==> src/qs_sqrt.sv <==
// Pipelined integer square root, one root bit per stage (floor).
module qs_sqrt #(
    parameter int IN_W = 32
) (
    input  logic                i_clk,
    input  logic                i_en,
    input  logic [IN_W-1:0]     i_d,
    output logic [IN_W/2-1:0]   o_q
);

    localparam int OUT_W = IN_W / 2;
    localparam int RW    = OUT_W + 3;

    logic [IN_W-1:0]  r_dat  [OUT_W];
    logic [RW-1:0]    r_rem  [OUT_W];
    logic [OUT_W-1:0] r_root [OUT_W];

    for (genvar s = 0; s < OUT_W; s++) begin : g_stage
        logic [IN_W-1:0]  w_dat;
        logic [RW-1:0]    w_rem;
        logic [OUT_W-1:0] w_root;
        logic [RW-1:0]    w_cur;
        logic [RW-1:0]    w_trial;

        if (s == 0) begin : g_first
            assign w_dat  = i_d;
            assign w_rem  = '0;
            assign w_root = '0;
        end else begin : g_next
            assign w_dat  = r_dat[s-1];
            assign w_rem  = r_rem[s-1];
            assign w_root = r_root[s-1];
        end

        // Bring down the next bit pair and try root*4+1
        assign w_cur   = {w_rem[RW-3:0], w_dat[IN_W-1 -: 2]};
        assign w_trial = RW'({w_root, 2'b01});

        always_ff @(posedge i_clk) begin
            if (i_en) begin
                r_dat[s] <= w_dat << 2;
                if (w_cur >= w_trial) begin
                    r_rem[s]  <= w_cur - w_trial;
                    r_root[s] <= {w_root[OUT_W-2:0], 1'b1};
                end else begin
                    r_rem[s]  <= w_cur;
                    r_root[s] <= {w_root[OUT_W-2:0], 1'b0};
                end
            end
        end
    end

    assign o_q = r_root[OUT_W-1];

endmodule

==> config.mk <==
export PLATFORM = sky130hd
export DESIGN_NAME = qs_sqrt
export DESIGN_NICKNAME = d
export VERILOG_FILES = /design/src/qs_sqrt.sv
export SDC_FILE = /design/constraint.sdc
export NUM_CORES = 1
export LEC_CHECK = 0
export ABC_CLOCK_PERIOD_IN_PS = 3450
export BUFFER_PORTS_ARGS = -buffer_cell sky130_fd_sc_hd__buf_2
export CAP_MARGIN = 20
export CORE_MARGIN = 2
export CORE_UTILIZATION = 30
export CTS_BUF_LIST = sky130_fd_sc_hd__clkbuf_4 sky130_fd_sc_hd__clkbuf_8 sky130_fd_sc_hd__clkbuf_16
export DETAILED_ROUTE_END_ITERATION = 12
export PLACE_DENSITY_LB_ADDON = 0.05
export SLEW_MARGIN = 25
export SYNTH_ARGS = -nofsm -noshare
export SYNTH_HDL_FRONTEND = slang
export SYNTH_SLANG_ARGS = --single-unit
==> constraint.sdc <==
create_clock -name i_clk -period 3.45 [get_ports i_clk]
set_input_delay 0.1725 -clock i_clk [delete_from_list [all_inputs] [get_ports i_clk]]
set_output_delay 0.1725 -clock i_clk [all_outputs]
set_load 0.02 [all_outputs]
==> run metrics <==
crit path from r_root[1][6]; YS warnings 0; Flop pwr share 0.468; Min-Delay Path Class in -> reg; ys async rst share 0; Die Wd between 300 and 400 um; Clock transition at path regs about 60 ps; WS Path Type reg -> reg; Area Overhead vs Synth 16.8%; ys flop type edfxtp_1; detailed-route via count ~17000; Final Max Tran Viols 0; sequential share of the synthesized area 0.649; fmax approximately 330 MHz; Pleak ~13 nW; switch share 0.263; # fillers just over 9000; syn_area_per_cell between 10 and 15 sq um; number of vias per cell 4.58; final instance area 33100 sq um; final core utilization 0.354; CTS sink cnt about 600; antenna viol nets, final 0; starting density of the core 0.303; mapped cell area 28300 sq um; Nets 2521; CTS buffer count 76; antenna fix cells 0; leading cell type in the layout, fill and taps excluded edfxtp_1; pwr dens 626 nW/um^2; number of global-route vias before repair ~17000; Synth Instances roughly 2200; Die ar. just under 100000 sq um; CP endpoint kind flop; worst clock skew around 34 ps; synthesized flop and latch total ~610; largest net degree at the start of global routing 99; Synth cell types 76; flop2flop setup slack 420 ps; setup TNS 0 ps; Worst R2R Path Depth 9; CP Launch Type flop; Int Pwr 15.3 mW; wire length per cell roughly 16 um; first-pass GRT wire length about 94000 um; total gr overflow 0; outcome completed; drt drc 0; Comb pwr share 0.149; RR Startpoint r_root[1][6]; Post-synth EDFFs 612; I/O pin total 50; Die Height 311 um; layout cells sized above 1 0.101; Root Driver clkbuf_16; postcts setup bufs 0; final hold violations 0; DR pass1 iterations 5; Psw between 5 and 6 mW; Post-Place Cell Area 30300 sq um; hold_sp i_d[29]; RSZ-0062 raised after global routing no; Final setup viols 0; Final period util 0.879; clock power share 0.382; Max Cap Viol 0; Post-Route WL about 60000 um; Synth Net Count roughly 2400; clock tree buffer depth 3; highest-count cells in the layout ignoring fill and taps 612 x edfxtp_1, 187 x nor2_1, 183 x inv_1; Max H-tree Level 3; critical path capture point r_rem[1][35]; Tmin final between 3000 and 4000 ps; CP required 3810 ps; TritonCTS clock tree yes; starting DRC count in detailed routing roughly 1100; core area between 90000 and 100000 sq um; I/O Buffers 49; initial antenna violation count 0; critical path data arrival time roughly 3400 ps; Max VDD drop about 0.34 mV; Slew @ Worst Pin ~740 ps; RD Place Congestion approximately 0.84; worst r2r dst r_rem[1][35]; HPWL after DPL around 42000 um; clock latency on the worst-skew pair ~640 ps; critical path peak fanout 9; GRT Util Overall 0.123; Slew Limit Headroom 0.504; # rows approximately 110
## registers in the layout, indices dropped and copies added, names as in the netlist
name / flops
r_dat: 240
r_rem: 237
r_root: 136
## metal layers
metal | part of all wire | track usage
met1 | 0.47 | 0.166
met3 | 0.037 | 0.0252
met4 | 0.030 | 0.0433
met2 | 0.46 | 0.195
met5 | 0 | 0
## cells in the mapped netlist, drive strengths merged, types with 9 or more instances
cell type  number  area, sq um
clkbuf         49          184
nand2         109          409
a21o           33          249
xnor2          88          771
nor4           27          169
o21bai         10         78.8
o21a           30          225
ha            153         1910
or4            13         97.6
or3            24          155
a211oi          9         67.6
a21oi         172          861
xor2           77          674
nand3          45          230
nor2b          18          113
and3            9         56.3
o211ai         16          120
inv           183          687
edfxtp        612        18400
mux2           20          225
nand4          18          113
and2           17          106
nand2b         21          131
nor2          187          702
nor3           59          300
a31oi          12         75.1
o21ai          82          410
## repair_timing
action / 4_1_cts / 5_1_grt
hold endpoints to repair: 33 / 0
hold buffers: 33 / 0
gates resized for setup: 0 / 1
setup endpoints to repair: 0 / 7
## power groups by stage
stage | registers, mW | clock network, mW | logic, mW
after floorplan | 9.67 | 0 | 2.29
after global placement | 9.88 | 0 | 3.06
after detailed placement | 9.88 | 0 | 3.08
after CTS | 9.74 | 8.25 | 3.13
after global routing | 9.81 | 8.55 | 3.52
final | 9.71 | 7.93 | 3.10
## final cells by class
type	instances	area, sq um	share of cell area
multi-input combinational	1342	9050	0.273
inverter	184	691	0.0209
clock buffer	93	2050	0.0620
sequential	613	18400	0.556
clock inverter	45	469	0.0142
timing repair buffer	117	886	0.0268
tap	1254	1570	0.0474
## logic make-up after synthesis
kind of cell / share of synthesized area
DFF: 0.649
and+or+nand+nor: 0.103
AOI/OAI and AO/OA: 0.0880
buffers and inverters: 0.0320
xor gates and xnor gates: 0.0510
adders and majority gates: 0.0675
muxes: 0.00936
## worst min path at each step
stage / to / cells past startpoint / slack (ps)
after floorplan: r_dat[0][0] / 0 / 270
after global placement: r_dat[0][21] / 1 / 350
after detailed placement: r_dat[0][23] / 1 / 350
after CTS: r_dat[0][8] / 2 / 170
after global routing: r_dat[0][8] / 2 / 190
final: r_dat[0][29] / 2 / 240
## worst max-delay path, cell delays in order, from the launching register on
cell and delay [ps]:
edfxtp_1 380, inv_1 50, ha_1 400, nand3_2 130
or3_1 360, o311a_1 360, and3_1 290, or3_4 440
nor3b_1 260, xor2_1 100
## stage by stage
step | hold slack, ps | std cells | power, mW | setup slack [ps]
5_1_grt | 193 | 3648 | 21.9 | 64.0
3_3_place_gp | 349 | 3477 | 12.9 | 306
4_1_cts | 175 | 3648 | 21.1 | 224
3_5_place_dp | 351 | 3477 | 13.0 | 267
6_report | 237 | 3648 | 20.7 | 418
2_1_floorplan | 271 | 2194 | 12.0 | 697
Note: power is estimated with default switching activity, not from simulation.
