--- config.mk ---
export PLATFORM = sky130hd
export DESIGN_NAME = qs_cordic_rot
export DESIGN_NICKNAME = d
export VERILOG_FILES = /design/src/qs_pkg.sv /design/src/qs_cordic_rot.sv
export SDC_FILE = /design/constraint.sdc
export NUM_CORES = 2
export LEC_CHECK = 0
export BUFFER_PORTS_ARGS = -buffer_cell sky130_fd_sc_hd__buf_2
export CORE_MARGIN = 2
export CORE_UTILIZATION = 60
export DETAILED_ROUTE_END_ITERATION = 12
export PLACE_DENSITY_LB_ADDON = 0.2
export SKIP_LAST_GASP = 1
export SLEW_MARGIN = 25
export SYNTH_ARGS = -nofsm -noshare
export SYNTH_HDL_FRONTEND = slang
export SYNTH_SLANG_ARGS = --single-unit
export TNS_END_PERCENT = 50
--- constraint.sdc ---
create_clock -name i_clk -period 7.6 [get_ports i_clk]
set_clock_uncertainty 0.1 [all_clocks]
set_input_delay 1.52 -clock i_clk [delete_from_list [all_inputs] [get_ports i_clk]]
set_output_delay 1.52 -clock i_clk [all_outputs]
set_load 0.02 [all_outputs]
--- src/qs_pkg.sv ---
// Types and constants shared by the quaternion slerp pipeline.
package qs_pkg;

    localparam int FRAC     = 14;           // fraction bits of Q2.14
    localparam int QW       = FRAC + 2;     // quaternion part width
    localparam int TW       = FRAC + 1;     // blend width
    localparam int ONE      = 1 << FRAC;    // 1.0
    localparam int ITER     = 16;           // CORDIC steps
    localparam int ANG_BITS = 30;           // angle and CORDIC scale, Q30
    localparam int XW       = 33;           // CORDIC x/y width
    localparam int ZW       = 34;           // rotation CORDIC angle width
    localparam int NW       = 49;           // divider numerator magnitude width
    localparam int DW       = 32;           // divider denominator width
    localparam int QB       = 15;           // quotient bits produced
    localparam int L_DIV    = QB + 3;       // divider latency

    // Pipeline stage numbers (stage 1 is the input register)
    localparam int S_L     = 4;
    localparam int S_SN    = S_L + FRAC + 1;
    localparam int S_M     = 6 + QW;
    localparam int S_ANG   = S_SN + ITER;
    localparam int S_Z     = S_ANG + 2;
    localparam int S_Y     = S_Z + ITER;
    localparam int S_SUM   = S_Y + 2;
    localparam int S_DIN   = S_Y + 3;
    localparam int S_DOUT  = S_DIN + L_DIV;
    localparam int S_OUT   = S_DOUT + 1;

    // atan(2^-n) in Q30, rounded to nearest
    localparam logic signed [31:0] ATAN_TAB [32] = '{
        843314857, 497837829, 263043837, 133525159, 67021687, 33543516,
        16775851, 8388437, 4194283, 2097149, 1048576, 524288, 262144, 131072,
        65536, 32768, 16384, 8192, 4096, 2048, 1024, 512, 256, 128, 64, 32,
        16, 8, 4, 2, 1, 0
    };

    typedef logic signed [QW-1:0] t_qs_part;

    typedef struct packed {
        logic signed [QW-1:0] a_i;
        logic signed [QW-1:0] a_j;
        logic signed [QW-1:0] a_k;
        logic signed [QW-1:0] a_real;
        logic signed [QW-1:0] b_i;
        logic signed [QW-1:0] b_j;
        logic signed [QW-1:0] b_k;
        logic signed [QW-1:0] b_real;
        logic [TW-1:0]        blend;
    } t_qs_in;

    typedef struct packed {
        logic signed [QW-1:0] out_i;
        logic signed [QW-1:0] out_j;
        logic signed [QW-1:0] out_k;
        logic signed [QW-1:0] out_real;
        logic                 used_linear;
    } t_qs_out;

    // Divider request: sign, zero override, magnitude and divisor
    typedef struct packed {
        logic          neg;
        logic          zero;
        logic [NW-1:0] mag;
        logic [DW-1:0] den;
    } t_qs_div_in;

endpackage

--- src/qs_cordic_rot.sv ---
// Rotation CORDIC pipeline: gain-scaled sine of a Q30 angle.
module qs_cordic_rot import qs_pkg::*; (
    input  logic                 i_clk,
    input  logic                 i_en,
    input  logic signed [ZW-1:0] i_z,
    output logic signed [XW-1:0] o_y
);

    localparam logic signed [XW-1:0] X_INIT = XW'(1 << ANG_BITS);

    logic signed [XW-1:0] r_x [ITER];
    logic signed [XW-1:0] r_y [ITER];
    logic signed [ZW-1:0] r_z [ITER];

    for (genvar n = 0; n < ITER; n++) begin : g_step
        logic signed [XW-1:0] w_x;
        logic signed [XW-1:0] w_y;
        logic signed [ZW-1:0] w_z;
        logic signed [XW-1:0] w_xs;
        logic signed [XW-1:0] w_ys;
        logic signed [ZW-1:0] w_at;

        if (n == 0) begin : g_first
            assign w_x = X_INIT;
            assign w_y = '0;
            assign w_z = i_z;
        end else begin : g_next
            assign w_x = r_x[n-1];
            assign w_y = r_y[n-1];
            assign w_z = r_z[n-1];
        end

        assign w_xs = w_x >>> n;
        assign w_ys = w_y >>> n;
        assign w_at = ZW'(ATAN_TAB[n]);

        // Drive the residual angle toward zero
        always_ff @(posedge i_clk) begin
            if (i_en) begin
                if (w_z >= 0) begin
                    r_x[n] <= w_x - w_ys;
                    r_y[n] <= w_y + w_xs;
                    r_z[n] <= w_z - w_at;
                end else begin
                    r_x[n] <= w_x + w_ys;
                    r_y[n] <= w_y - w_xs;
                    r_z[n] <= w_z + w_at;
                end
            end
        end
    end

    assign o_y = r_y[ITER-1];

endmodule

==> impl_metrics.toml <==
[run_status]
status = "complete, no violations"

[layout]
area_growth_pct = 6.466
layout_common_cells = "edfxtp_1 (1072), xnor2_1 (994), a21oi_1 (948)"
nNetsFinal = 10430
fill_cells = 12230
mostFrequentLayoutCell = "edfxtp_1"
drive_above_1_share = 0.04969

[floorplanning]
start_util = 0.6038
io_pins = 69
num_rows = 142
dieHeight_um = 392.2
die_x_um = 392.2
die-area_sq_um = 153900
core_area_sq_um = 149800

[global_routing]
grt_pass1_wl_um = 363900
use_met2 = 0.4873
use_met1 = 0.3976
antenna_found_initial = 6
grt.total_usage = 0.2909
grt_max_degree = 171
overflow = 0
grt-busiest-layer = "met2"
use_met3 = 0.03009
grt_pass1_vias = 68290

[setup_path]
worstSetupStartpointType = "primary input"
path_max_fanout = 92
path_cells = "buf_8 -> buf_12 -> nand2_1 -> o21ai_0 -> inv_1 -> ha_1 -> nor2b_1 -> o21ai_0 -> a21boi_0 -> o31ai_1 -> a21oi_1 -> o311ai_0 -> o21ai_0 -> a311oi_1 -> o21ai_0 -> xnor2_1"
path_buf_inv = 3
slowest_delay_ps = 680
critPathTopFamily = "compound AO/OA/AOI/OAI gates"
crit_type = "primary input to register"
worst_path_max_delay_cell = "o311ai_0"
rr_endpoint = "r_y[1][98]"
r2r_slack_ps = 2340
critical_path_arrival_ps = 6140
end_kind = "register"
worstPathRequired_ps = 7990
rr_worst_depth = 15
rr_startpoint = "r_x[1][43]"
cp_common_cell = "o21ai_0"

[yosys]
synth_mux_area_frac = 0.01101
synth_compound_area_frac = 0.2032
synthAdderAreaFrac = 0.1219
syn_area_sq_um = 90440
postSynthCellCount = 9676
yosys_warnings = 0
synth_top_area_frac = 0.3559
ys_seq_area_frac = 0.3559
yosysTopAreaCell = "edfxtp_1"
syn-mean-instance-area_sq_um = 9.347
ys_seq_elements = 1072
async_flop_share = 0
synthFlopType = "edfxtp_1"
synth_xor_area_frac = 0.1325
synth_edf_count = 1072
syn-num-nets = 10560
yosysUniqueCellTypes = 104
synth_area_leaders = "edfxtp_1 (36%), ha_1 (11%), xnor2_1 (9.6%)"
synth_top_family_by_area = "compound AO/OA/AOI/OAI gates"
synth-simple-area-share = 0.1416

[drt]
wl_per_cell_um = 19.70
vias_per_cell = 6.231
routed_wl_um = 229600
drc = 0
ant_nets = 0
via_count = 72630
dr.first_iter.drc_count = 6340
dr.pass1.iters = 6

[clock_network]
cts_tree = "done"
post_cts_resized = 0
cts-root-buf = "clkbuf_16"
cts.sinks = 1072
clkTransAtPathRegs_ps = 60
ctsHoldBuffers = 0
cts_buffer_depth = 3
clock_latency_ps = 750
htree_levels = 3
cts_setup_buffers = 0
cts_buffers = 120

[placed_design]
place_hpwl_um = 176100
numPortBuffers = 68
dp_slack_ps = 1125
routabilityCongestion = 0.9645

[timing]
clock.fmax_ghz = 0.1740
rsz0062_at_grt = "false"
finalCritPeriodShare = 0.7562
setup_ws_ps = 1853
worst_slew_pin_slew_ps = 969.8
finalMaxSlewViolations = 0
fin_crit_ps = 5747
finalSetupViolations = 0
whs_ps = 319.3
hold_violations = 0
setup_tns_ps = 0
timing.slew.headroom = 0.3485

[min_path]
min_path_cells = 0
min_to = "r_z[0][171]"
hp-class = "register to register"
min_from = "r_z[0][137]"

[flow_run]
maxCapViolCount = 0
[cells by family (layout without fill, tap and decap cells)]
group / Yosys count / in the layout
AOI/OAI and AO/OA: 2863 / 2863
DFF: 1072 / 1072
xor gates and xnor gates: 1368 / 1368
adders and majority gates: 867 / 867
other: 0 / 2
buffers and inverters: 792 / 755
and+or+nand+nor: 2618 / 2618
muxes: 96 / 96
[worst reg2reg max path, delay by kind of cell (launching register included)]
family | cells | cell delay, ps
compound gates | 8 | 2120
xor+xnor | 1 | 250
fa+ha+maj | 1 | 330
flops | 1 | 520
simple gates | 5 | 1770
[metrics by stage]
stage | utilization | std cells | instance area [sq um]
after floorplan | - | 9676 | 90440
after global placement | 0.6163 | 11440 | 92300
after detailed placement | 0.6163 | 11440 | 92300
after CTS | 0.6429 | 11660 | 96280
after global routing | 0.6429 | 11660 | 96290
final | 0.6429 | 11660 | 96290
[synthesized netlist by cell type, types with 29 or more instances]
cell type and number:
edfxtp_1 1072, xnor2_1 994, a21oi_1 948, ha_1 823, nor2_1 704, nand2_1 598
o21ai_0 490, inv_1 402, xor2_1 374, a21o_1 345, clkbuf_1 295, nor3_1 241
nand3_1 218, o21bai_1 123, nand2b_1 122, o21a_1 116, nor2b_1 113, a31oi_1 105
o31ai_1 99, nor4_1 98, and3_1 95, nand4_1 95, and2_1 76, or3_1 70
a211oi_1 68, mux2i_1 68, o211ai_1 53, buf_1 52, a21boi_0 48, o22ai_1 42
or2_2 42, o41ai_1 41, a31o_2 35, a211o_1 33, nand3b_1 30, nor3b_1 30
fa_1 29
[worst max path at each step]
| stage | from | endpoint | slack [ps] | depth (start not counted) |
|---|---|---|---|---|
| detailed placement | i_en | r_y[1][258] | 1120 | 16 |
| CTS | i_en | r_y[1][258] | 1920 | 16 |
| finish | i_en | r_y[1][258] | 1850 | 16 |
| floorplan | i_en | r_z[0][236] | 1210 | 19 |
| global route | i_en | r_y[1][258] | 1490 | 16 |
| global placement | i_en | r_z[0][197] | 1300 | 16 |
[final cells by class]
type / instances / area (sq um) / share of cell area
antenna: 2 / 5.005 / 0.00005198
clock buffer: 131 / 3065 / 0.03184
clock inverter: 87 / 917.1 / 0.009525
inverter: 410 / 1539 / 0.01598
multi-input combinational: 7812 / 55210 / 0.5733
sequential: 1072 / 32190 / 0.3343
tap: 2016 / 2522 / 0.02620
timing repair buffer: 127 / 843.3 / 0.008758
[sequential cells by signal, indices dropped and copies added, names as in the netlist]
register  count
r_x         312
r_y         363
r_z         397
[routing by layer]
layer	vias to the layer above	part of all wire	routed length, um
li1	35540	-	-
met3	407	0.054	12300
met2	2217	0.47	108800
met4	4	0.030	6991
met5	-	0.00010	23
met1	34460	0.44	101600
Power is not shown: default switching activity piles up to over one toggle a cycle in this logic, so the estimate is an artifact.
