--- src/qs_pkg.sv ---
// Types and constants shared by the quaternion slerp pipeline.
package qs_pkg;

    localparam int FRAC     = 14;           // fraction bits of Q2.14
    localparam int QW       = FRAC + 2;     // quaternion part width
    localparam int TW       = FRAC + 1;     // blend width
    localparam int ONE      = 1 << FRAC;    // 1.0
    localparam int ITER     = 16;           // CORDIC steps
    localparam int ANG_BITS = 30;           // angle and CORDIC scale, Q30
    localparam int XW       = 33;           // CORDIC x/y width
    localparam int ZW       = 34;           // rotation CORDIC angle width
    localparam int NW       = 49;           // divider numerator magnitude width
    localparam int DW       = 32;           // divider denominator width
    localparam int QB       = 15;           // quotient bits produced
    localparam int L_DIV    = QB + 3;       // divider latency

    // Pipeline stage numbers (stage 1 is the input register)
    localparam int S_L     = 4;
    localparam int S_SN    = S_L + FRAC + 1;
    localparam int S_M     = 6 + QW;
    localparam int S_ANG   = S_SN + ITER;
    localparam int S_Z     = S_ANG + 2;
    localparam int S_Y     = S_Z + ITER;
    localparam int S_SUM   = S_Y + 2;
    localparam int S_DIN   = S_Y + 3;
    localparam int S_DOUT  = S_DIN + L_DIV;
    localparam int S_OUT   = S_DOUT + 1;

    // atan(2^-n) in Q30, rounded to nearest
    localparam logic signed [31:0] ATAN_TAB [32] = '{
        843314857, 497837829, 263043837, 133525159, 67021687, 33543516,
        16775851, 8388437, 4194283, 2097149, 1048576, 524288, 262144, 131072,
        65536, 32768, 16384, 8192, 4096, 2048, 1024, 512, 256, 128, 64, 32,
        16, 8, 4, 2, 1, 0
    };

    typedef logic signed [QW-1:0] t_qs_part;

    typedef struct packed {
        logic signed [QW-1:0] a_i;
        logic signed [QW-1:0] a_j;
        logic signed [QW-1:0] a_k;
        logic signed [QW-1:0] a_real;
        logic signed [QW-1:0] b_i;
        logic signed [QW-1:0] b_j;
        logic signed [QW-1:0] b_k;
        logic signed [QW-1:0] b_real;
        logic [TW-1:0]        blend;
    } t_qs_in;

    typedef struct packed {
        logic signed [QW-1:0] out_i;
        logic signed [QW-1:0] out_j;
        logic signed [QW-1:0] out_k;
        logic signed [QW-1:0] out_real;
        logic                 used_linear;
    } t_qs_out;

    // Divider request: sign, zero override, magnitude and divisor
    typedef struct packed {
        logic          neg;
        logic          zero;
        logic [NW-1:0] mag;
        logic [DW-1:0] den;
    } t_qs_div_in;

endpackage

--- src/qs_cordic_vec.sv ---
// Vectoring CORDIC pipeline: angle of the vector (x, y), Q30 radians.
module qs_cordic_vec import qs_pkg::*; (
    input  logic                 i_clk,
    input  logic                 i_en,
    input  logic signed [XW-1:0] i_x,
    input  logic signed [XW-1:0] i_y,
    output logic signed [XW-1:0] o_z
);

    logic signed [XW-1:0] r_x [ITER];
    logic signed [XW-1:0] r_y [ITER];
    logic signed [XW-1:0] r_z [ITER];

    for (genvar n = 0; n < ITER; n++) begin : g_step
        logic signed [XW-1:0] w_x;
        logic signed [XW-1:0] w_y;
        logic signed [XW-1:0] w_z;
        logic signed [XW-1:0] w_xs;
        logic signed [XW-1:0] w_ys;
        logic signed [XW-1:0] w_at;

        if (n == 0) begin : g_first
            assign w_x = i_x;
            assign w_y = i_y;
            assign w_z = '0;
        end else begin : g_next
            assign w_x = r_x[n-1];
            assign w_y = r_y[n-1];
            assign w_z = r_z[n-1];
        end

        assign w_xs = w_x >>> n;
        assign w_ys = w_y >>> n;
        assign w_at = XW'(ATAN_TAB[n]);

        // Rotate toward the x axis, accumulating the angle
        always_ff @(posedge i_clk) begin
            if (i_en) begin
                if (w_y > 0) begin
                    r_x[n] <= w_x + w_ys;
                    r_y[n] <= w_y - w_xs;
                    r_z[n] <= w_z + w_at;
                end else begin
                    r_x[n] <= w_x - w_ys;
                    r_y[n] <= w_y + w_xs;
                    r_z[n] <= w_z - w_at;
                end
            end
        end
    end

    assign o_z = r_z[ITER-1];

endmodule

--- config.mk ---
export PLATFORM = sky130hd
export DESIGN_NAME = qs_cordic_vec
export DESIGN_NICKNAME = d
export VERILOG_FILES = /design/src/qs_pkg.sv /design/src/qs_cordic_vec.sv
export SDC_FILE = /design/constraint.sdc
export NUM_CORES = 2
export LEC_CHECK = 0
export BUFFER_PORTS_ARGS = -buffer_cell sky130_fd_sc_hd__buf_2
export CAP_MARGIN = 0
export CORE_UTILIZATION = 55
export CTS_CLUSTER_DIAMETER = 150
export DETAILED_ROUTE_END_ITERATION = 10
export PLACE_DENSITY = 0.73
export SLEW_MARGIN = 5
export SYNTH_ARGS = -nofsm -noshare
export SYNTH_HDL_FRONTEND = slang
export SYNTH_SLANG_ARGS = --single-unit
--- constraint.sdc ---
create_clock -name i_clk -period 5.9 [get_ports i_clk]
set_clock_uncertainty 0.15 [all_clocks]
set_input_delay 0.885 -clock i_clk [delete_from_list [all_inputs] [get_ports i_clk]]
set_output_delay 0.885 -clock i_clk [all_outputs]
set_load 0.005 [all_outputs]
==> results.json <==
{
  "coreArea_mm2": 0.220,
  "rows": 172,
  "antenna_found_initial": 9,
  "routed_wl_um": 371000,
  "drv_slew": 0,
  "hold_class": "register to register",
  "synth_warnings": 0,
  "share_of_synthesized_registers_carrying_an_async_set_or_reset_pct": 0,
  "report.final.setup_viol": 0,
  "yosysMostFrequentCell": "sky130_fd_sc_hd__edfxtp_1",
  "run_status": "finished clean",
  "timing_worst_setup_path_type": "register to register",
  "syn_nets": 14200,
  "syn_area_per_cell_um2": 9.50,
  "ff_to_ff_setup_slack_ps": 100,
  "buffer_cell_driving_the_clock_tree_root": "sky130_fd_sc_hd__clkbuf_16",
  "htree_levels": 4,
  "grt_pass1_wl_um": 567000,
  "count_of_different_cell_masters_after_synthesis": 107,
  "timing.slew.headroom_pct": 28.5,
  "first_global_vias": 100000,
  "chipWidth_um": 472,
  "grt_usage_pct": 32.2,
  "grt_overflow_total": 0,
  "cts_tree": "done",
  "clk_latency_ps": 870,
  "ys_dominant_reg_cell": "sky130_fd_sc_hd__edfxtp_1",
  "crit_path_end_kind": "register",
  "number_of_flops_mapped_to_enable_cells_by_yosys": 1424,
  "mapped_cell_area_mm2": 0.121,
  "grt.met2_usage_pct": 54.7,
  "areaGrowthSynthToFinish_pct": 14.8,
  "die_h_um": 472,
  "r2r_end": "r_x[0][252]$_DFFE_PP_",
  "layout_worst_path_cycle_share_pct": 98.4,
  "syn_inst": 12800,
  "seqCellArea_mm2": 0.0428,
  "final_nets": 15200,
  "timing.reg2reg.worst_path_depth": 24,
  "worstPathMaxFanout": 4,
  "layout-drive-gt1-share_pct": 12.3,
  "yosys_top_cell_area_share_pct": 35.2,
  "drt-initial-drc-count": 9347,
  "timing.critical_path.from_type": "register",
  "worstMarginPinSlew_ps": 1070,
  "ant_nets": 0,
  "io_pins": 101,
  "arrival_time_reported_for_the_critical_path_endpoint_ps": 6230,
  "grt_util_met1_pct": 41.6,
  "synthTopCellsByCount": "1,424 x sky130_fd_sc_hd__edfxtp_1, 1,327 x sky130_fd_sc_hd__ha_1, 1,156 x sky130_fd_sc_hd__xnor2_1, 1,116 x sky130_fd_sc_hd__a21oi_1, 939 x sky130_fd_sc_hd__nor2_1",
  "worst_r2r_startpoint": "r_y[0][209]$_DFFE_PP_",
  "maxClockFrequency_mhz": 172,
  "detail_route.drc_violations": 0,
  "fin_crit_ps": 5800,
  "grt_setup_unrepaired": "true",
  "route.detailed.vias_per_inst": 6.18,
  "worstSetupEndpoint": "r_x[0][252]$_DFFE_PP_",
  "detail_route.wl_per_cell_um": 22.1,
  "yosys_register_bits": 1424,
  "sum_of_net_half_perimeters_after_detailed_placement_um": 295000,
  "cts_inserted_buffers": 168,
  "largest_net_degree_at_the_start_of_global_routing": 177,
  "layout.filler_cells": 17900,
  "dieArea_mm2": 0.223,
  "gp_routability_congestion": 1.00,
  "yosys-top-cells-area": "sky130_fd_sc_hd__edfxtp_1 35%, sky130_fd_sc_hd__ha_1 14%, sky130_fd_sc_hd__xnor2_1 8.3%",
  "clockBufferDepth": 3,
  "multiInputGateArea_mm2": 0.0764,
  "effective_utilization_at_floorplan_pct": 55.3,
  "max_cap_violations": 0,
  "clock-sinks": 1424,
  "cp-startpoint": "r_y[0][209]$_DFFE_PP_",
  "worst-endpoint-required_ps": 6320,
  "via_count": 104000,
  "busiest_layer": "met2",
  "clk_transition_reported_paths_ps": 60,
  "port_buffers": 99,
  "yosysSeqAreaShare_pct": 35.2,
  "global_route.usage.met3_pct": 4.06,
  "final_util_pct": 63.5,
  "drt_pre_antenna_iters": 8,
  "synth_top_cell_by_area": "sky130_fd_sc_hd__edfxtp_1",
  "report.final.hold_viol_count": 0,
  "timing.hold.ws_ps": 253
}
metrics by stage:
stage | area (µm²) | setup TNS, ps | worst slack (ps) | std cells
2_1_floorplan | 121000 | 0 | 62.2 | 12800
3_5_place_dp | 132000 | -11870 | -470 | 16500
3_3_place_gp | 132000 | -6680 | -386 | 16500
5_1_grt | 139000 | -1040 | -137 | 16800
6_report | 139000 | 0 | 95.7 | 16800
4_1_cts | 138000 | 0 | 1.23 | 16800
critical path, stage by stage (launching register included):
cell and delay (ps):
sky130_fd_sc_hd__edfxtp_1 380, sky130_fd_sc_hd__or4_4 560, sky130_fd_sc_hd__or4_4 520, sky130_fd_sc_hd__nor4_4 220, sky130_fd_sc_hd__nand2_2 130, sky130_fd_sc_hd__nor3_4 170, sky130_fd_sc_hd__and4_4 270, sky130_fd_sc_hd__o21ai_4 90
sky130_fd_sc_hd__buf_6 140, sky130_fd_sc_hd__inv_4 50, sky130_fd_sc_hd__nor2_2 40, sky130_fd_sc_hd__xnor2_2 140, sky130_fd_sc_hd__ha_1 340, sky130_fd_sc_hd__o21a_1 210, sky130_fd_sc_hd__o31a_1 120, sky130_fd_sc_hd__o41a_1 370
sky130_fd_sc_hd__o221ai_2 150, sky130_fd_sc_hd__buf_4 150, sky130_fd_sc_hd__o211ai_1 150, sky130_fd_sc_hd__a2111oi_2 340, sky130_fd_sc_hd__buf_4 210, sky130_fd_sc_hd__nor3_4 60, sky130_fd_sc_hd__or3_1 370, sky130_fd_sc_hd__a21oi_2 150
sky130_fd_sc_hd__xnor2_1 70
what timing repair did:
item                                   CTS  global route
gates resized for setup                 42           212
setup endpoints to repair               81           229
pin swaps                                6            54
hold buffers                             0             0
endpoints found under the hold margin    0             0
cloned                                   0             3
setup buffers                            2            44
kinds of logic (layout without fill, tap and decap cells):
logic type | after synthesis | in the layout | synth area share [%]
buffers and inverters | 834 | 2006 | 2.61
AO/OA/AOI/OAI | 3897 | 3898 | 20.6
multiplexers | 69 | 69 | 0.604
flip-flops | 1424 | 1424 | 35.2
AND/OR/NAND/NOR | 3439 | 3439 | 14.1
other | 1 | 5 | 0.00309
adder cells (fa/ha/maj) | 1370 | 1370 | 14.4
XOR/XNOR | 1734 | 1734 | 12.5
registers in the layout (all words and copies together), names as in the netlist:
name,count
r_y,494
r_x,448
r_z,482
per-layer routing:
layer	routed length, µm	up-vias
met1	157000	50000
met5	41	-
li1	-	49700
met3	22300	715
met2	176000	3479
met4	15900	6
worst min path at each step:
stage / start / end / cells past startpoint
after floorplan: r_z[0][133]$_DFFE_PP_ / r_z[0][166]$_DFFE_PP_ / 0
after global placement: r_z[1][112]$_DFFE_PP_ / r_z[1][145]$_DFFE_PP_ / 0
after detailed placement: r_z[1][113]$_DFFE_PP_ / r_z[1][146]$_DFFE_PP_ / 0
after CTS: r_z[1][143]$_DFFE_PP_ / r_z[1][176]$_DFFE_PP_ / 0
after global routing: r_z[1][143]$_DFFE_PP_ / r_z[1][176]$_DFFE_PP_ / 0
final: r_z[1][143]$_DFFE_PP_ / r_z[1][176]$_DFFE_PP_ / 0
cells in the final DEF (no fill, tap or decap), drive strengths merged, types with 240 or more instances in the layout:
cell    synthesis  layout
a21o          565     565
edfxtp       1424    1424
nand2         747     747
a21oi        1118    1118
xor2          578     578
nor3          291     291
nor2          940     940
inv           574     580
buf            42    1108
ha           1327    1327
nand3         240     240
o21ai         856     857
xnor2        1156    1156
cell type report:
cell class,count,share of cell area (%)
Inverter,583,1.58
Clock buffer,195,3.09
Sequential cell,1424,30.7
Tap cell,2871,2.58
Timing Repair Buffer,1111,5.99
Antenna cell,4,0.00719
Clock inverter,117,1.20
Multi-Input combinational cell,10500,54.9
Power is not shown: default switching activity piles up to over one toggle a cycle in this logic, so the estimate is an artifact.
