===== src/qs_pkg.sv =====
// Types and constants shared by the quaternion slerp pipeline.
package qs_pkg;

    localparam int FRAC     = 14;           // fraction bits of Q2.14
    localparam int QW       = FRAC + 2;     // quaternion part width
    localparam int TW       = FRAC + 1;     // blend width
    localparam int ONE      = 1 << FRAC;    // 1.0
    localparam int ITER     = 16;           // CORDIC steps
    localparam int ANG_BITS = 30;           // angle and CORDIC scale, Q30
    localparam int XW       = 33;           // CORDIC x/y width
    localparam int ZW       = 34;           // rotation CORDIC angle width
    localparam int NW       = 49;           // divider numerator magnitude width
    localparam int DW       = 32;           // divider denominator width
    localparam int QB       = 15;           // quotient bits produced
    localparam int L_DIV    = QB + 3;       // divider latency

    // Pipeline stage numbers (stage 1 is the input register)
    localparam int S_L     = 4;
    localparam int S_SN    = S_L + FRAC + 1;
    localparam int S_M     = 6 + QW;
    localparam int S_ANG   = S_SN + ITER;
    localparam int S_Z     = S_ANG + 2;
    localparam int S_Y     = S_Z + ITER;
    localparam int S_SUM   = S_Y + 2;
    localparam int S_DIN   = S_Y + 3;
    localparam int S_DOUT  = S_DIN + L_DIV;
    localparam int S_OUT   = S_DOUT + 1;

    // atan(2^-n) in Q30, rounded to nearest
    localparam logic signed [31:0] ATAN_TAB [32] = '{
        843314857, 497837829, 263043837, 133525159, 67021687, 33543516,
        16775851, 8388437, 4194283, 2097149, 1048576, 524288, 262144, 131072,
        65536, 32768, 16384, 8192, 4096, 2048, 1024, 512, 256, 128, 64, 32,
        16, 8, 4, 2, 1, 0
    };

    typedef logic signed [QW-1:0] t_qs_part;

    typedef struct packed {
        logic signed [QW-1:0] a_i;
        logic signed [QW-1:0] a_j;
        logic signed [QW-1:0] a_k;
        logic signed [QW-1:0] a_real;
        logic signed [QW-1:0] b_i;
        logic signed [QW-1:0] b_j;
        logic signed [QW-1:0] b_k;
        logic signed [QW-1:0] b_real;
        logic [TW-1:0]        blend;
    } t_qs_in;

    typedef struct packed {
        logic signed [QW-1:0] out_i;
        logic signed [QW-1:0] out_j;
        logic signed [QW-1:0] out_k;
        logic signed [QW-1:0] out_real;
        logic                 used_linear;
    } t_qs_out;

    // Divider request: sign, zero override, magnitude and divisor
    typedef struct packed {
        logic          neg;
        logic          zero;
        logic [NW-1:0] mag;
        logic [DW-1:0] den;
    } t_qs_div_in;

endpackage


===== src/qs_div.sv =====
// Pipelined rounding divider with saturation to +-1.0, one quotient bit per stage.
module qs_div import qs_pkg::*; (
    input  logic                 i_clk,
    input  logic                 i_en,
    input  t_qs_div_in           i_req,
    output logic signed [QW-1:0] o_q
);

    // Stage A: add half the divisor for round half away from zero
    logic          r_a_neg;
    logic          r_a_zero;
    logic [NW:0]   r_a_n;
    logic [DW-1:0] r_a_den;

    always_ff @(posedge i_clk) begin
        if (i_en) begin
            r_a_neg  <= i_req.neg;
            r_a_zero <= i_req.zero;
            r_a_n    <= (NW+1)'(i_req.mag) + (NW+1)'(i_req.den >> 1);
            r_a_den  <= i_req.den;
        end
    end

    // Stage B: quotient overflow check and starting remainder
    logic          r_b_neg;
    logic          r_b_zero;
    logic          r_b_ovf;
    logic [DW-1:0] r_b_rem;
    logic [QB-1:0] r_b_low;
    logic [DW-1:0] r_b_den;

    always_ff @(posedge i_clk) begin
        if (i_en) begin
            r_b_neg  <= r_a_neg;
            r_b_zero <= r_a_zero;
            r_b_ovf  <= r_a_n[NW:QB] >= (NW+1-QB)'(r_a_den);
            r_b_rem  <= r_a_n[QB+DW-1:QB];
            r_b_low  <= r_a_n[QB-1:0];
            r_b_den  <= r_a_den;
        end
    end

    // Restoring steps
    logic          r_s_neg  [QB];
    logic          r_s_zero [QB];
    logic          r_s_ovf  [QB];
    logic [DW-1:0] r_s_rem  [QB];
    logic [QB-1:0] r_s_low  [QB];
    logic [QB-1:0] r_s_q    [QB];
    logic [DW-1:0] r_s_den  [QB];

    for (genvar k = 0; k < QB; k++) begin : g_step
        logic          w_neg;
        logic          w_zero;
        logic          w_ovf;
        logic [DW-1:0] w_rem;
        logic [QB-1:0] w_low;
        logic [QB-1:0] w_q;
        logic [DW-1:0] w_den;
        logic [DW:0]   w_cur;
        logic [DW:0]   w_diff;
        logic          w_ge;

        if (k == 0) begin : g_first
            assign w_neg  = r_b_neg;
            assign w_zero = r_b_zero;
            assign w_ovf  = r_b_ovf;
            assign w_rem  = r_b_rem;
            assign w_low  = r_b_low;
            assign w_q    = '0;
            assign w_den  = r_b_den;
        end else begin : g_next
            assign w_neg  = r_s_neg[k-1];
            assign w_zero = r_s_zero[k-1];
            assign w_ovf  = r_s_ovf[k-1];
            assign w_rem  = r_s_rem[k-1];
            assign w_low  = r_s_low[k-1];
            assign w_q    = r_s_q[k-1];
            assign w_den  = r_s_den[k-1];
        end

        assign w_cur  = {w_rem, w_low[QB-1]};
        assign w_diff = w_cur - {1'b0, w_den};
        assign w_ge   = w_cur >= {1'b0, w_den};

        always_ff @(posedge i_clk) begin
            if (i_en) begin
                r_s_neg[k]  <= w_neg;
                r_s_zero[k] <= w_zero;
                r_s_ovf[k]  <= w_ovf;
                r_s_rem[k]  <= w_ge ? w_diff[DW-1:0] : w_cur[DW-1:0];
                r_s_low[k]  <= w_low << 1;
                r_s_q[k]    <= {w_q[QB-2:0], w_ge};
                r_s_den[k]  <= w_den;
            end
        end
    end

    // Final stage: clamp to 1.0 and apply the sign, or force zero
    logic [QB-1:0]        w_qf;
    logic [QW-1:0]        w_mag;
    logic signed [QW-1:0] r_q;

    assign w_qf  = r_s_q[QB-1];
    assign w_mag = (r_s_ovf[QB-1] || (w_qf > QB'(ONE))) ? QW'(ONE) : QW'(w_qf);

    always_ff @(posedge i_clk) begin
        if (i_en) begin
            if (r_s_zero[QB-1]) begin
                r_q <= '0;
            end else if (r_s_neg[QB-1]) begin
                r_q <= -$signed(w_mag);
            end else begin
                r_q <= $signed(w_mag);
            end
        end
    end

    assign o_q = r_q;

endmodule


===== config.mk =====
export PLATFORM = sky130hd
export DESIGN_NAME = qs_div
export DESIGN_NICKNAME = d
export VERILOG_FILES = /design/src/qs_pkg.sv /design/src/qs_div.sv
export SDC_FILE = /design/constraint.sdc
export NUM_CORES = 2
export LEC_CHECK = 0
export BUFFER_PORTS_ARGS = -buffer_cell sky130_fd_sc_hd__buf_4
export CAP_MARGIN = 20
export CORE_MARGIN = 2
export CORE_UTILIZATION = 30
export CTS_CLUSTER_DIAMETER = 40
export DETAILED_ROUTE_END_ITERATION = 12
export RECOVER_POWER = 100
export SYNTH_ARGS = -nofsm -noshare
export SYNTH_HDL_FRONTEND = slang
export SYNTH_SLANG_ARGS = --single-unit

===== constraint.sdc =====
create_clock -name i_clk -period 3.9 [get_ports i_clk]
set_input_delay 0.585 -clock i_clk [delete_from_list [all_inputs] [get_ports i_clk]]
set_output_delay 0.585 -clock i_clk [all_outputs]
set_load 0.02 [all_outputs]

==> run_results.csv <==
group,metric,value,unit
outcome,run_status,"finished with violations",
outcome,violations_in_the_final_reports,"capacitance limit, slew limit",
drt,route.detailed.drc,0,
hold_path,whs_endpoint,"r_a_n[44]$_DFFE_PP_",
place,buffer_ports.inserted,100,
clock_network,worst_skew_pair.late_latency,0.84,ns
timing,period_share,97.4,%
timing,grt_setup_unrepaired,"false",
timing,f_max,263,MHz
critical_path,element_type_at_the_critical_path_start,"flip-flop",
place,detailed_place_hpwl,121000,um
synthesis,synthMostInstantiatedCell,"sky130_fd_sc_hd__edfxtp_1",
synthesis,synth_sequential_area_ratio,55.1,%
job,drv.max_cap_violation_count,1,
drt,detailed_routing_iteration_count_for_the_pre_antenna_repair_pass,6,
synthesis,synth_cell_type_count,96,
critical_path,crit_type,"reg -> reg",
critical_path,reg2reg_from,"r_s_rem[1][101]$_DFFE_PP_",
power,vdd_ir_drop_max,0.509,mV
synthesis,postSynthCellCount,6380,
timing,period_needed,3.80,ns
synthesis,synthesized_area_per_cell,11.5,um^2
grt,antenna_found_initial,3,
timing,slew_at_the_pin_closest_to_its_max_slew_limit,3.21,ns
clock_network,htree_levels,4,
clock_network,cts-root-to-sink-buffers,3,
grt,grt_first_pass_wirelength,255000,um
clock_network,clock-root-buffer,"sky130_fd_sc_hd__clkbuf_16",
synthesis,yosysWarningCount,0,
final_layout,drive_above_1_share,10.4,%
timing,timing.clock.skew,0.0669,ns
drt,routed-via-count,48745,
drt,initialDrtViolationCount,2669,
synthesis,synth.top_cells.by_count,"sky130_fd_sc_hd__edfxtp_1 (1348), sky130_fd_sc_hd__inv_1 (643), sky130_fd_sc_hd__ha_1 (544)",
die,die_h,499,um
clock_network,tritoncts_num_sinks,1348,
critical_path,worst_r2r_path_depth,10,
synthesis,post_synth_design_cell_area,0.0735,mm^2
final_layout,final_net_count,7400,
synthesis,synth_top_cells_by_area,"sky130_fd_sc_hd__edfxtp_1 (55%), sky130_fd_sc_hd__ha_1 (9.3%), sky130_fd_sc_hd__a21oi_1 (3.5%)",
die,die_w,499,um
critical_path,critPathCaptureType,"flip-flop",
synthesis,synth_top_area_cell,"sky130_fd_sc_hd__edfxtp_1",
grt,first_global_vias,49463,
place,place_congestion,0.963,
die,io-pin-count,101,
hold_path,worstHoldPathType,"in -> reg",
critical_path,crit_required,4.47,ns
timing,final_hold_viol_count,0,
hold_path,worstHoldStart,"i_req[76]",
die,initial_utilization,30.2,%
die,dieArea,0.249,mm^2
synthesis,yosysTopAreaCellShare,55.1,%
timing,finalSetupViolCount,0,
synthesis,ys.flop_type,"sky130_fd_sc_hd__edfxtp_1",
grt,maximum_number_of_pins_on_one_net_before_global_route_repair,138,
timing,drv_slew,32,
synthesis,synth_fp_nets,7024,
drt,routed_wl,160000,um
power,power_after_layout,67.8,mW
grt,grt_overflow,0,
final_layout,finalCoreUtilization,35.4,%
final_layout,areaGrowthSynthToFinish,17.5,%
drt,route.antenna.remaining_nets,0,
timing,timing.slew.headroom,-114,%
clock_network,cts_inserted_buffers,203,
clock_network,path_clk_slew,0.06,ns
power,leakagePower,34.7,nW
die,placeableCoreArea,0.243,mm^2
final_layout,stdcell_area,0.0863,mm^2
drt,route.detailed.wl_per_inst,15.7,um
synthesis,async_reset_ff_share,0,%
synthesis,synth-seq-cells,1348,
synthesis,synth_enable_flop_cells,1348,
clock_network,cts_tree,"yes",
final_layout,filler_cell_count,23638,
hold_path,hold_path_depth,2,
power,power-per-cell-area,785,mW/mm^2
critical_path,endpoint_arrival_time_on_the_critical_path,4.37,ns
critical_path,worst-r2r-setup-slack,0.10,ns
drt,post_drt_via_cell_ratio,4.81,
critical_path,timing.critical_path.fanout_max,6,
die,placementRows,181,
grt,gr-usage-all-layers,12.6,%
critical_path,rr_endpoint,"r_s_rem[1][159]$_DFFE_PP_",
place,postPlaceCellArea,0.0791,mm^2
[where the power goes]
part / switching (mW) / leakage, nW / internal, mW
Clock: 7.23 / 3.38 / 11.0
Sequential: 1.75 / 13.2 / 20.8
Combinational: 15.2 / 18.1 / 11.8
Total: 24.1 / 34.7 / 43.6
[layout by cell type (no fill, tap or decap), types with 76 or more instances in the layout]
| master | n |
|---|---|
| sky130_fd_sc_hd__clkbuf_16 | 203 |
| sky130_fd_sc_hd__a21o_1 | 271 |
| sky130_fd_sc_hd__nor3_1 | 76 |
| sky130_fd_sc_hd__mux2_2 | 118 |
| sky130_fd_sc_hd__a21oi_1 | 514 |
| sky130_fd_sc_hd__nand4_1 | 84 |
| sky130_fd_sc_hd__nor2_1 | 422 |
| sky130_fd_sc_hd__nand2_1 | 419 |
| sky130_fd_sc_hd__o21ai_0 | 405 |
| sky130_fd_sc_hd__inv_1 | 644 |
| sky130_fd_sc_hd__clkbuf_1 | 86 |
| sky130_fd_sc_hd__ha_1 | 543 |
| sky130_fd_sc_hd__nand2b_1 | 89 |
| sky130_fd_sc_hd__edfxtp_1 | 1348 |
| sky130_fd_sc_hd__buf_4 | 132 |
| sky130_fd_sc_hd__nor2b_1 | 76 |
| sky130_fd_sc_hd__nand3_1 | 93 |
| sky130_fd_sc_hd__xnor2_1 | 234 |
| sky130_fd_sc_hd__xor2_1 | 171 |
[final cells by class]
class,count,area [um^2],share of cell area (%)
antenna,2,5.00,0.00580
clock buffer,219,5140,5.96
clock inverter,167,1940,2.25
inverter,645,2420,2.81
multi-input combinational,4256,30000,34.7
sequential,1348,40500,46.9
tap,3202,4010,4.64
timing repair buffer,302,2320,2.69
[registers in the layout, indices dropped and copies added (netlist names), 32 cells and up]
signal,flops
r_s_rem,448
r_a_den,32
g_step.w_den,32
r_s_q,120
r_s_den,448
r_s_low,105
r_a_n,50
g_step.w_rem,32
[critical path, cell delays in order, from the launching register on]
cell	delay, ns
sky130_fd_sc_hd__edfxtp_1	0.40
sky130_fd_sc_hd__ha_1	0.42
sky130_fd_sc_hd__a2111oi_4	0.42
sky130_fd_sc_hd__a21oi_1	0.19
sky130_fd_sc_hd__o41a_1	0.49
sky130_fd_sc_hd__a31o_1	0.31
sky130_fd_sc_hd__o2111a_1	0.31
sky130_fd_sc_hd__o21ai_0	0.16
sky130_fd_sc_hd__and2b_1	0.22
sky130_fd_sc_hd__inv_1	0.24
sky130_fd_sc_hd__mux2_2	0.35
[metrics by stage]
stage / std cells / hold slack, ns / setup TNS, ns / setup WS (ns)
floorplan: 6380 / 0.400 / 0 / 0.381
global placement: 9705 / 0.404 / -0.183 / -0.0984
detailed placement: 9705 / 0.405 / -0.0553 / -0.0369
CTS: 10132 / 0.00332 / 0 / 0.0334
global route: 10139 / 0.0401 / 0 / 0.00989
finish: 10141 / 0.0770 / 0 / 0.102
[routing by layer]
layer / vias up / routed length [um] / GRT usage (%)
met5: - / 0 / 0
met4: 0 / 9590 / 7.38
met3: 447 / 5970 / 2.09
met2: 1167 / 78600 / 22.5
met1: 22797 / 65500 / 14.1
li1: 24334 / - / -
[how the worst max path moves through the flow]
stage	start	endpoint	slack, ns
2_1_floorplan	i_req[1]	r_a_n[36]$_DFFE_PP_	0.38
3_3_place_gp	i_req[1]	r_a_n[38]$_DFFE_PP_	-0.1
3_5_place_dp	i_req[1]	r_a_n[38]$_DFFE_PP_	-0.04
4_1_cts	r_s_q[1][92]$_DFFE_PP_	o_q[8]$_SDFFCE_PP0P_	0.03
5_1_grt	r_s_rem[0][98]$_DFFE_PP_	r_s_rem[0][142]$_DFFE_PP_	0.01
6_report	r_s_rem[1][101]$_DFFE_PP_	r_s_rem[1][159]$_DFFE_PP_	0.10
[logic make-up (layout without fill, tap and decap cells)]
kind of cell               Yosys count  after routing  share of synthesized area (%)
AOI/OAI and AO/OA                 1707           1707                           14.9
xor gates and xnor gates           405            405                           4.83
DFF                               1348           1348                           55.1
muxes                              131            131                           1.99
adders and majority gates          559            559                           9.67
buffers and inverters              776           1333                           4.10
and+or+nand+nor                   1454           1454                           9.43
other                                0              2                              0
[what timing repair did]
action | CTS | global route
endpoints found under the hold margin | 41 | 0
buffers inserted | 0 | 7
resized for setup | 0 | 15
endpoints found under the setup margin | 0 | 67
hold buffers | 41 | 0
No activity file was read; power rests on OpenSTA's default activity.
